==> config.mk <==
export PLATFORM = sky130hd
export DESIGN_NAME = cvd_ctrl
export DESIGN_NICKNAME = d
export VERILOG_FILES = /design/src/hdl/cvd_pkg.sv /design/src/hdl/cvd_ctrl.sv
export SDC_FILE = /design/constraint.sdc
export NUM_CORES = 1
export LEC_CHECK = 0
export BUFFER_PORTS_ARGS = -buffer_cell sky130_fd_sc_hd__buf_2
export CORE_MARGIN = 2
export CORE_UTILIZATION = 55
export DETAILED_ROUTE_END_ITERATION = 12
export GPL_ROUTABILITY_DRIVEN = 1
export HOLD_SLACK_MARGIN = 0.03
export PLACE_DENSITY = 0.77
export SLEW_MARGIN = 20
export SYNTH_ARGS = -nofsm -noshare
export SYNTH_HDL_FRONTEND = slang
export SYNTH_SLANG_ARGS = --single-unit
export TNS_END_PERCENT = 10
==> constraint.sdc <==
create_clock -name clock -period 3.29 [get_ports clock]
set_input_delay 0.658 -clock clock [delete_from_list [all_inputs] [get_ports clock]]
set_output_delay 0.658 -clock clock [all_outputs]
set_load 0.005 [all_outputs]
==> src/hdl/cvd_pkg.sv <==
// Shared types for the convex polygon diameter block: datapath operation
// codes and the command/status structs between controller and datapath.
// No dependencies.
package cvd_pkg;

   // Default vertex store depth
   localparam int MAX_VERTICES_DEF = 1024;

   // Coordinate and result widths fixed by the interface
   localparam int COORD_W = 31;
   localparam int DIFF_W  = COORD_W + 1;
   localparam int PROD_W  = 2 * DIFF_W;
   localparam int DIST_W  = 63;

   // Operations of the shared multiply pipeline
   typedef enum logic [2:0] {
      OP_AREA_P  = 3'd0,   // |(B - A) x (P - B)|
      OP_AREA_Q  = 3'd1,   // |(B - A) x (Q - B)|
      OP_DIST_AB = 3'd2,   // |A - B|^2
      OP_DIST_AP = 3'd3,   // |A - P|^2
      OP_DIST_BP = 3'd4    // |B - P|^2
   } op_type;

   // Controller to datapath
   typedef struct packed {
      logic   issue;       // start one operation in the pipeline
      op_type op;
      logic   mem_we;      // store the incoming vertex
      logic   load_ab;     // A, B <= read ports 0, 1
      logic   load_pq;     // P, Q <= read ports 0, 1
      logic   load_q;      // Q <= read port 0
      logic   shift_ab;    // A <= B, B <= read port 0
      logic   advance;     // P <= Q, area_p <= area_q
      logic   clear_best;  // restart the running maximum
      logic   emit;        // load the result register
      logic   ovf;         // overflow flag for the result
   } cmd_type;

   // Datapath to controller
   typedef struct packed {
      logic busy;          // an operation is still in the pipeline
      logic p_le_q;        // area at P <= area at Q
      logic rsp_free;      // result register can take a new result
   } sts_type;

endpackage

==> src/hdl/cvd_ctrl.sv <==
// Controller of the convex polygon diameter block: vertex loading, store
// addressing and the rotating-calipers sequence.
// Depends on cvd_pkg.
module cvd_ctrl #(
   parameter int MAX_VERTICES = cvd_pkg::MAX_VERTICES_DEF,
   parameter int IDX_W        = $clog2(MAX_VERTICES),
   parameter int CNT_W        = $clog2(MAX_VERTICES + 2)
) (
   input  logic                 clock,
   input  logic                 reset,
   input  logic                 req_valid,
   input  logic                 req_last_vertex,
   output logic                 req_ready,
   output cvd_pkg::cmd_type     cmd,
   input  cvd_pkg::sts_type     sts,
   output logic [IDX_W-1:0]     wr_addr,
   output logic [IDX_W-1:0]     rd_addr0,
   output logic [IDX_W-1:0]     rd_addr1
);

   typedef enum logic [18:0] {
      ST_LOAD       = 19'b0000000000000000001,
      ST_FETCH      = 19'b0000000000000000010,
      ST_CAP_AB     = 19'b0000000000000000100,
      ST_CAP_PQ     = 19'b0000000000000001000,
      ST_ISSUE_AB   = 19'b0000000000000010000,
      ST_ISSUE_AP   = 19'b0000000000000100000,
      ST_ISSUE_BP   = 19'b0000000000001000000,
      ST_WAIT_SMALL = 19'b0000000000010000000,
      ST_AREA_P     = 19'b0000000000100000000,
      ST_AREA_Q     = 19'b0000000001000000000,
      ST_WAIT_AREA  = 19'b0000000010000000000,
      ST_DECIDE     = 19'b0000000100000000000,
      ST_CAP_Q      = 19'b0000001000000000000,
      ST_DIST_BP    = 19'b0000010000000000000,
      ST_DIST_AP    = 19'b0000100000000000000,
      ST_WAIT_DIST  = 19'b0001000000000000000,
      ST_NEXT_EDGE  = 19'b0010000000000000000,
      ST_CAP_B      = 19'b0100000000000000000,
      ST_FINISH     = 19'b1000000000000000000
   } state_type;

   localparam logic [CNT_W-1:0] MAX_CNT = CNT_W'(MAX_VERTICES);

   state_type         state_ff, state_in;
   logic [CNT_W-1:0]  count_ff, count_in;
   logic [CNT_W-1:0]  n_ff, n_in;
   logic              ovf_ff, ovf_in;
   logic [IDX_W-1:0]  edge_ff, edge_in;
   logic [IDX_W-1:0]  b_idx_ff, b_idx_in;
   logic [IDX_W-1:0]  p_idx_ff, p_idx_in;
   logic [IDX_W-1:0]  q_idx_ff, q_idx_in;
   logic [IDX_W-1:0]  steps_ff, steps_in;
   logic              room;
   logic [CNT_W-1:0]  n_new;

   // Next index around a polygon of n vertices
   function automatic logic [IDX_W-1:0] wrap_inc(input logic [IDX_W-1:0] idx,
                                                 input logic [CNT_W-1:0] n);
      logic [CNT_W-1:0] nx;
      nx = CNT_W'(idx) + CNT_W'(1);
      return (nx >= n) ? '0 : nx[IDX_W-1:0];
   endfunction

   assign room    = count_ff < MAX_CNT;
   assign n_new   = room ? count_ff + CNT_W'(1) : MAX_CNT;
   assign wr_addr = count_ff[IDX_W-1:0];

   // Sequencer
   always_comb begin
      state_in  = state_ff;
      count_in  = count_ff;
      n_in      = n_ff;
      ovf_in    = ovf_ff;
      edge_in   = edge_ff;
      b_idx_in  = b_idx_ff;
      p_idx_in  = p_idx_ff;
      q_idx_in  = q_idx_ff;
      steps_in  = steps_ff;
      req_ready = 1'b0;
      rd_addr0  = '0;
      rd_addr1  = '0;
      cmd       = '0;
      cmd.op    = cvd_pkg::OP_AREA_P;
      cmd.ovf   = ovf_ff;

      unique case (state_ff)
         ST_LOAD: begin
            req_ready = 1'b1;
            if (req_valid) begin
               cmd.mem_we = room;
               count_in   = room ? count_ff + CNT_W'(1) : MAX_CNT + CNT_W'(1);
               if (req_last_vertex) begin
                  cmd.clear_best = 1'b1;
                  count_in       = '0;
                  n_in           = n_new;
                  ovf_in         = !room;
                  p_idx_in       = IDX_W'(2);
                  q_idx_in       = wrap_inc(IDX_W'(2), n_new);
                  state_in       = (n_new >= CNT_W'(2)) ? ST_FETCH : ST_FINISH;
               end
            end
         end
         ST_FETCH: begin
            rd_addr0 = '0;
            rd_addr1 = IDX_W'(1);
            state_in = ST_CAP_AB;
         end
         ST_CAP_AB: begin
            cmd.load_ab = 1'b1;
            rd_addr0    = p_idx_ff;
            rd_addr1    = q_idx_ff;
            state_in    = ST_CAP_PQ;
         end
         ST_CAP_PQ: begin
            cmd.load_pq = 1'b1;
            edge_in     = '0;
            b_idx_in    = IDX_W'(1);
            steps_in    = '0;
            state_in    = (n_ff <= CNT_W'(3)) ? ST_ISSUE_AB : ST_AREA_P;
         end
         // Two or three vertices: pairwise distances
         ST_ISSUE_AB: begin
            cmd.issue = 1'b1;
            cmd.op    = cvd_pkg::OP_DIST_AB;
            state_in  = (n_ff == CNT_W'(2)) ? ST_WAIT_SMALL : ST_ISSUE_AP;
         end
         ST_ISSUE_AP: begin
            cmd.issue = 1'b1;
            cmd.op    = cvd_pkg::OP_DIST_AP;
            state_in  = ST_ISSUE_BP;
         end
         ST_ISSUE_BP: begin
            cmd.issue = 1'b1;
            cmd.op    = cvd_pkg::OP_DIST_BP;
            state_in  = ST_WAIT_SMALL;
         end
         ST_WAIT_SMALL: begin
            if (!sts.busy) begin
               state_in = ST_FINISH;
            end
         end
         // Calipers walk
         ST_AREA_P: begin
            cmd.issue = 1'b1;
            cmd.op    = cvd_pkg::OP_AREA_P;
            state_in  = ST_AREA_Q;
         end
         ST_AREA_Q: begin
            cmd.issue = 1'b1;
            cmd.op    = cvd_pkg::OP_AREA_Q;
            state_in  = ST_WAIT_AREA;
         end
         ST_WAIT_AREA: begin
            if (!sts.busy) begin
               state_in = ST_DECIDE;
            end
         end
         ST_DECIDE: begin
            if ((CNT_W'(steps_ff) < n_ff - CNT_W'(1)) && sts.p_le_q) begin
               cmd.advance = 1'b1;
               p_idx_in    = q_idx_ff;
               q_idx_in    = wrap_inc(q_idx_ff, n_ff);
               rd_addr0    = wrap_inc(q_idx_ff, n_ff);
               steps_in    = steps_ff + IDX_W'(1);
               state_in    = ST_CAP_Q;
            end else begin
               state_in = ST_DIST_BP;
            end
         end
         ST_CAP_Q: begin
            cmd.load_q = 1'b1;
            state_in   = ST_AREA_Q;
         end
         ST_DIST_BP: begin
            cmd.issue = 1'b1;
            cmd.op    = cvd_pkg::OP_DIST_BP;
            state_in  = ST_DIST_AP;
         end
         ST_DIST_AP: begin
            cmd.issue = 1'b1;
            cmd.op    = cvd_pkg::OP_DIST_AP;
            state_in  = ST_WAIT_DIST;
         end
         ST_WAIT_DIST: begin
            if (!sts.busy) begin
               state_in = ST_NEXT_EDGE;
            end
         end
         ST_NEXT_EDGE: begin
            if (CNT_W'(edge_ff) + CNT_W'(1) == n_ff) begin
               state_in = ST_FINISH;
            end else begin
               edge_in  = edge_ff + IDX_W'(1);
               b_idx_in = wrap_inc(b_idx_ff, n_ff);
               rd_addr0 = wrap_inc(b_idx_ff, n_ff);
               steps_in = '0;
               state_in = ST_CAP_B;
            end
         end
         ST_CAP_B: begin
            cmd.shift_ab = 1'b1;
            state_in     = ST_AREA_P;
         end
         ST_FINISH: begin
            if (sts.rsp_free) begin
               cmd.emit = 1'b1;
               state_in = ST_LOAD;
            end
         end
         default: begin
            state_in = ST_LOAD;
         end
      endcase
   end

   always_ff @(posedge clock) begin
      if (reset) begin
         state_ff <= ST_LOAD;
         count_ff <= '0;
         n_ff     <= '0;
         ovf_ff   <= 1'b0;
         edge_ff  <= '0;
         b_idx_ff <= '0;
         p_idx_ff <= '0;
         q_idx_ff <= '0;
         steps_ff <= '0;
      end else begin
         state_ff <= state_in;
         count_ff <= count_in;
         n_ff     <= n_in;
         ovf_ff   <= ovf_in;
         edge_ff  <= edge_in;
         b_idx_ff <= b_idx_in;
         p_idx_ff <= p_idx_in;
         q_idx_ff <= q_idx_in;
         steps_ff <= steps_in;
      end
   end

endmodule

; Word-level counts from Yosys, hierarchy flattened
; Cells that the tools add are included.
[word_totals]
reg_bits = 92
out_inout_bits = 44
[op_classes]
add_sub_neg = 7
order_cmp = 7
n_eq_ne = 29
mux = 52
n_reduce_logical = 14
[op_table]
columns = op, n
row1 = $pmux 19 s18, 1
row2 = $mux 19, 8
row3 = $mux 10, 14
row4 = $pmux 10 s2, 5
row5 = $pmux 10 s3, 2
row6 = $add 10x1->11 const B, 3
row7 = $mux 11, 3
row8 = $ge 11x11->1, 2
row9 = $add 10x1->10 const B, 2
row10 = $pmux 4 s5, 1
row11 = $eq 19x1->1 const B, 1
row12 = $eq 19x10->1 const B, 1
row13 = $eq 19x11->1 const B, 1
row14 = $eq 19x12->1 const B, 1
row15 = $eq 19x13->1 const B, 1
row16 = $eq 19x14->1 const B, 1
row17 = $eq 19x15->1 const B, 1
row18 = $eq 19x16->1 const B, 1
row19 = $eq 19x17->1 const B, 1
row20 = $eq 19x18->1 const B, 1
row21 = $eq 19x19->1 const B, 1
row22 = $eq 19x2->1 const B, 1
row23 = $eq 19x3->1 const B, 1
row24 = $eq 19x4->1 const B, 1
row25 = other kinds (29), 54

; Depth between registers and ports, before layout
; Gate-level depths: netlist of the first run.
[logic_depth]
word_depth = 7
depth_mapped = 15

; Worst setup path before layout of the first run
; Ideal clock, no wire load.
[synth_path]
path_type = reg-to-output
start = register q_idx_ff[0]
end = output port rd_addr0[4]
t_arrival_ns = 2.952
slack_ns = -0.320
stages_incl_launch_ff = 15
path_cell_list = dfxtp_1 ha_1 and3_1 clkbuf_1 nand3_1 xnor2_1 ha_1 a21o_1 a21o_1 a211oi_1 o21ai_1 nor2_1 buf_2 a222oi_1 inv_1
[synth_between]
elab_chain_cells = 5
[synth_rtl]
columns = item, line_no
row1 = start: declaration, cvd_ctrl.sv:52  ; logic [IDX_W-1:0] q_idx_ff, q_idx_in;
row2 = start signal: assignment, cvd_ctrl.sv:236  ; q_idx_ff <= q_idx_in;
row3 = $add 10x1->11 (*), cvd_ctrl.sv:61  ; nx = CNT_W'(idx) + CNT_W'(1);
row4 = $ge 11x11->1, cvd_ctrl.sv:62  ; return (nx >= n) ? '0 : nx[IDX_W-1:0];
row5 = $mux 10 (*), cvd_ctrl.sv:62
row6 = $mux 10 (*), cvd_ctrl.sv:160  ; if ((CNT_W'(steps_ff) < n_ff - CNT_W'(1)) && sts.p_le_q) begin
row7 = $pmux 10 s3 (*), cvd_ctrl.sv:87  ; unique case (state_ff)
row8 = end: declaration, cvd_ctrl.sv:17  ; output logic [IDX_W-1:0] rd_addr0,
; Every way passes the cells marked *; elsewhere a longest branch is shown, timed or not.

; Final worst setup path of the first run
[layout_path]
start = register q_idx_ff[4]
end = output port rd_addr0[5]
; The elaborated chain is that of the path after synthesis.

==> results of run 1 <==
[cells in the mapped netlist (all sizes together) (5+ instances only)]
cell    instances
or4             7
nor3           31
o21ai          37
a222oi          8
nand2b          5
nand2          56
clkbuf         31
and2           12
nand3          45
nor2           74
a21oi          58
and3           22
nor2b           5
nand4          15
a211oi          8
nor4           24
xnor2          35
or3             8
dfxtp          92
ha             39
inv            34
nor3b           7
o21a            5
xor2           14
nand3b          8
buf            25
a21o           10
o31ai           8
[power by group]
group,internal (mW),total [mW],leakage (nW),switching (mW)
clock network,0.549,0.968,0.126,0.420
logic,0.306,0.780,2.28,0.473
registers,1.14,1.19,0.747,0.0465
[worst reg2reg max path, delay by kind of cell, from the launching register on]
kind / cells / cell delay, ps
AND/OR/NAND/NOR: 4 / 1100
AO/OA/AOI/OAI: 5 / 760
buffers and inverters: 3 / 410
flip-flops: 1 / 340
adder cells (fa/ha/maj): 1 / 270
XOR/XNOR: 1 / 190
[flip-flops by register name, summed over array words and instances (netlist names)]
register	flops
n_ff	11
state_ff	19
b_idx_ff	10
steps_ff	10
p_idx_ff	10
q_idx_ff	10
count_ff	11
edge_ff	10
ovf_ff	1
[worst paths after layout]
kind / from / endpoint / slack (ps) / cells after the start
setup / recovery: q_idx_ff[4] / rd_addr0[5] / -390 / 14
hold / removal: p_idx_ff[6] / p_idx_ff[6] / 470 / 2
setup reg to reg: n_ff[4] / steps_ff[5] / 150 / 14
hold reg to reg: p_idx_ff[6] / p_idx_ff[6] / 470 / 2
[repair_timing]
| action | CTS | global route |
|---|---|---|
| setup endpoints to repair | 21 | 35 |
| setup buffers | 5 | 2 |
| cloned | 1 | 1 |
| gates resized for setup | 37 | 16 |
| pin swaps | 24 | 7 |
[through the flow]
step                TNS [ps]  hold slack [ps]  area, um2
global placement           0            446.8       6785
finish                 -3908            474.5       7327
floorplan             -12.32            432.2       6197
global route           -5572            486.5       7327
detailed placement    -545.9            446.3       6785
CTS                    -3205            467.1       7263
[logic make-up after synthesis]
logic type	Yosys count	synth area share, %
buffers and inverters	92	6.867
AO/OA/AOI/OAI	166	17.35
AND/OR/NAND/NOR	336	29.97
multiplexers	6	1.016
adder cells (fa/ha/maj)	39	7.924
XOR/XNOR	49	6.969
flip-flops	92	29.91
[metal layers]
metal,global-route usage (%),vias to the layer above
met5,0,-
met4,14.92,0
met3,5.098,54
met2,48.77,294
met1,39.50,2966
li1,-,2964
[cell type report]
cell class	count	area share (%)
clock buffers	11	2.066
flip-flops and latches	92	25.29
clock inverters	5	1.452
inverters	36	1.861
repair buffers	118	10.54
multi-input cells	597	56.40
well taps	140	2.391
==> results.toml, run 1 <==
[floorplanning]
die_area_mm2 = 0.01206
row_count = 38
start_util_pct = 56.56
core_mm2 = 0.01089
die_h_um = 109.8
die_w_um = 109.8
pin_count = 51

[yosys]
ys_ff_latch = 92
synth_edf_count = 0
ys_seq_area_share_pct = 29.91
synth_top_area_share_pct = 29.91
async_flop_share_pct = 0
synth_area_mm2 = 0.006158
yosysWarnings = 0
netlist_instances = 780
synth.distinct_cells = 74
synth_area_leaders = "dfxtp_1 (30%), ha_1 (7.9%), xnor2_1 (5.0%), a21oi_1 (4.7%), nor2_1 (4.5%)"
synth_ff_type = "dfxtp_1"
yosys.area.top_type = "dfxtp_1"
syn_area_per_cell_um2 = 7.895
syn_nets = 826

[timing]
slew_headroom_pct = 42.99
slew_viol_final = 0
worst_pin_slew_ps = 844.5
finalHoldViolations = 0
fin_crit_sh_pct = 112.0
layout_setup_ws_ps = -394.8
setup_viol = 11
rsz0062_at_grt = "true"
finalCriticalPeriod_ps = 3685
fmax_mhz = 271.4
fin_skew_ps = 8.051

[routing]
dr_wl_met3_um = 1433
routed.top_layer = "met4"
routedWlPerCell_um = 18.10
wl_met2_um = 8426
vias = 6278
wl_met1_um = 7624
drt-initial-drc-count = 707
wl_um = 18080
drtPass1Iterations = 5
via_per_inst = 6.284
drc = 0
final_antenna_net_count = 0

[setup_path]
crit_required_ps = 2630
crit_chain = "and3_4 -> and3_4 -> buf_4 -> nand3_1 -> xnor2_1 -> ha_1 -> a21o_1 -> a21o_1 -> a211oi_2 -> o21ai_4 -> nor2_4 -> a222oi_1 -> inv_1 -> buf_2"
cp-start-kind = "register"
critPathTopFamily = "compound AO/OA/AOI/OAI gates"
crit_buf_inv = 3
worst_path_max_delay_cell = "dfxtp_2"
critPathMaxFanout = 6
critPathMaxStageDelay_ps = 340
worstPathArrival_ps = 3030
worstSetupEndpointType = "primary output"
critPathKind = "register to primary output"

[run]
max_cap_viol_count = 0

[power_and_ir_drop]
ir_drop_mv = 0.2751
power_density_mw_per_mm2 = 401.1
power.total_mw = 2.939
leakagePower_nw = 3.156

[final_layout]
fillCellCount = 856
fin_util_pct = 67.29
area_growth_pct = 18.98
drive_gt1_share_pct = 23.98
num_antenna_cells = 0
layout_common_cells = "dfxtp_1 (83), nor2_1 (68), buf_4 (65)"
multi_input_area_mm2 = 0.004133
fin_cells = 999
mostFrequentLayoutCell = "dfxtp_1"
final_nets = 900
regArea_mm2 = 0.001853

[grt]
grt_start_max_net_pins = 33
gr-total-overflow = 0
grt_usage_pct = 30.43
grt_pass1_wl_um = 28810
antenna_found_initial = 0
first_global_vias = 5886

[placement]
post-place-cells = 974
dp_hpwl_um = 13220
place_ws_ps = -66.53
gp_congestion = 0.9315
port_buffers = 50

[clock_network]
root_buffer = "clkbuf_8"
postCtsHoldBufs = 0
cts_buffers = 9
cts_sinks = 92
clk_pin_slew_ps = 90
htree_levels = 3
insertion_delay_ps = 390
clk_path_buf_depth = 2
cts_tree = "built"

[status]
failed_checks = "setup timing"
status = "complete, but fails checks"

[min_path]
hold_path_class = "register to register"
Note: power is estimated with default switching activity, not from simulation.
==> run 2: changes to the inputs <==
Settings changed: PLACE_DENSITY 0.77 to default, PLACE_DENSITY_LB_ADDON from default to 0.12.
==> run 2 against run 1 <==
The flow still finishes with violations (setup timing). Clock power shrank 8.4%. Hold slack lost 7.0 ps. Die area is the same. Global-route usage grew 0.11 points. Total power shrank 2.9%. Core utilization shrank 0.057 points. Count of clock-buffer cells in the layout shrank 2. Critical path type unchanged.
==> results.toml, run 2 (same netlist as run 1, synthesis figures left out) <==
[status]
status = "complete, but fails checks"
failed_checks = "setup timing"

[final_layout]
num_antenna_cells = 0
layout_common_cells = "dfxtp_1 (82), buf_4 (75), nor2_1 (68)"
top_register = "state_ff"
design_area_mm2 = 0.007321
area_growth_pct = 18.87
drive_gt1_share_pct = 23.85
final_nets = 909
reg_top3 = "state_ff x19, count_ff x11, n_ff x11"
mostFrequentLayoutCell = "dfxtp_1"
largest_reg_flops = 19

[routing]
drc = 0
wl_um = 17570
vias = 6131
drt-initial-drc-count = 501
final_antenna_net_count = 0
routedWlPerCell_um = 17.43
drtPass1Iterations = 5
via_per_inst = 6.082

[clock_network]
clk_pin_slew_ps = 100
cts_buffers = 9
insertion_delay_ps = 390
clk_path_buf_depth = 2
cts_sinks = 92
htree_levels = 3
cts_tree = "built"
root_buffer = "clkbuf_8"

[run]
max_cap_viol_count = 0

[placement]
place_area_mm2 = 0.006853
gp_congestion = 0.9678
port_buffers = 50
dp_hpwl_um = 13170

[power_and_ir_drop]
power_density_mw_per_mm2 = 389.6
ir_drop_mv = 0.2775
leakagePower_nw = 3.154

[floorplanning]
row_count = 38
start_util_pct = 56.56
pin_count = 51
die_h_um = 109.8
die_area_mm2 = 0.01206
core_mm2 = 0.01089
die_w_um = 109.8

[timing]
slew_headroom_pct = 44.23
setup_viol = 11
fin_crit_sh_pct = 111.1
rsz0062_at_grt = "true"
fin_skew_ps = 14.37
slew_viol_final = 0
whs_ps = 467.5
finalHoldViolations = 0
fmax_mhz = 273.6
finalCriticalPeriod_ps = 3655
worst_pin_slew_ps = 824.9
layout_setup_ws_ps = -365.4

[setup_path]
critPathMaxFanout = 5
worstSetupEndpointType = "primary output"
crit_chain = "nor4_4 -> nand2_1 -> xnor2_1 -> ha_1 -> nand2_1 -> o21ai_2 -> o2111ai_1 -> a21o_1 -> nand2_4 -> nor2_4 -> a222oi_1 -> inv_1 -> buf_2"
worst_path_max_delay_cell = "dfxtp_2"
worstPathArrival_ps = 3000
cpMostUsedCell = "nand2_1"
crit_required_ps = 2630
critPathMaxStageDelay_ps = 350
cp-start-kind = "register"
critPathKind = "register to primary output"
critPathTopFamily = "compound AO/OA/AOI/OAI gates"
crit_buf_inv = 2

[grt]
grt_pass1_wl_um = 28620
use_met1_pct = 39.93
first_global_vias = 5752
antenna_found_initial = 0
gr-total-overflow = 0
grt_usage_pct = 30.54
grtUsageMet3_pct = 4.327
grt_start_max_net_pins = 43
use_met2_pct = 50.61
grt.busiest_layer = "met2"

[min_path]
hold_path_class = "register to register"
[run 2: worst reg2reg max path, delay by kind of cell (launching register included)]
family	cells	cell delay, ps
XOR/XNOR	1	190
AO/OA/AOI/OAI	6	930
adder cells (fa/ha/maj)	1	280
buffers and inverters	1	140
flip-flops	1	350
AND/OR/NAND/NOR	4	1170
[run 2: routing by layer]
metal / part of all wire [%] / vias to the layer above / wire length [um]
li1: - / 2982 / -
met1: 45 / 2944 / 7964
met2: 47 / 177 / 8298
met3: 5.2 / 28 / 911
met4: 2.2 / 0 / 391
met5: 0 / - / 0
[run 2: area by class of cell]
type	count	area, um2
Multi-Input combinational cell	597	4096
Fill cell	917	3567
Sequential cell	92	1854
Timing Repair Buffer	127	835.8
Tap cell	140	175.2
Inverter	36	135.1
Clock buffer	9	123.9
Clock inverter	7	100.1
[run 2: where the power goes]
group,leakage [nW],switching (mW),internal (mW)
combinational,2.30,0.452,0.319
clock,0.107,0.454,0.433
sequential,0.747,0.0489,1.15
total,3.15,0.955,1.90
[run 2: path summary, 6_finish.rpt]
| kind | startpoint | end | slack, ps | depth (start not counted) |
|---|---|---|---|---|
| worst max register to register | n_ff[3] | steps_ff[5] | 160 | 13 |
| worst min register to register | ovf_ff | ovf_ff | 470 | 2 |
| worst max-delay path | n_ff[3] | rd_addr0[4] | -370 | 13 |
| worst min-delay path | ovf_ff | ovf_ff | 470 | 2 |
[run 2: through the flow]
step           util (%)  TNS, ps  instances  setup slack [ps]  power (mW)
2_1_floorplan         -   -12.32        780            -12.32       1.697
3_3_place_gp      62.94   -5.110        983            -2.902       1.922
3_5_place_dp      62.94   -417.6        983            -75.05       1.943
4_1_cts           66.72    -2982       1007            -304.0       2.839
5_1_grt           67.24    -5593       1008            -592.0       2.978
6_report          67.24    -3479       1008            -365.4       2.853
[run 2: timing repair]
action | 4_1_cts | 5_1_grt
hold buffers | 0 | 0
endpoints found under the hold margin | 0 | 0
pin swaps | 25 | 8
setup endpoints to repair | 20 | 35
resized for setup | 26 | 15
buffers inserted | 7 | 1
gates cloned | 1 | 0
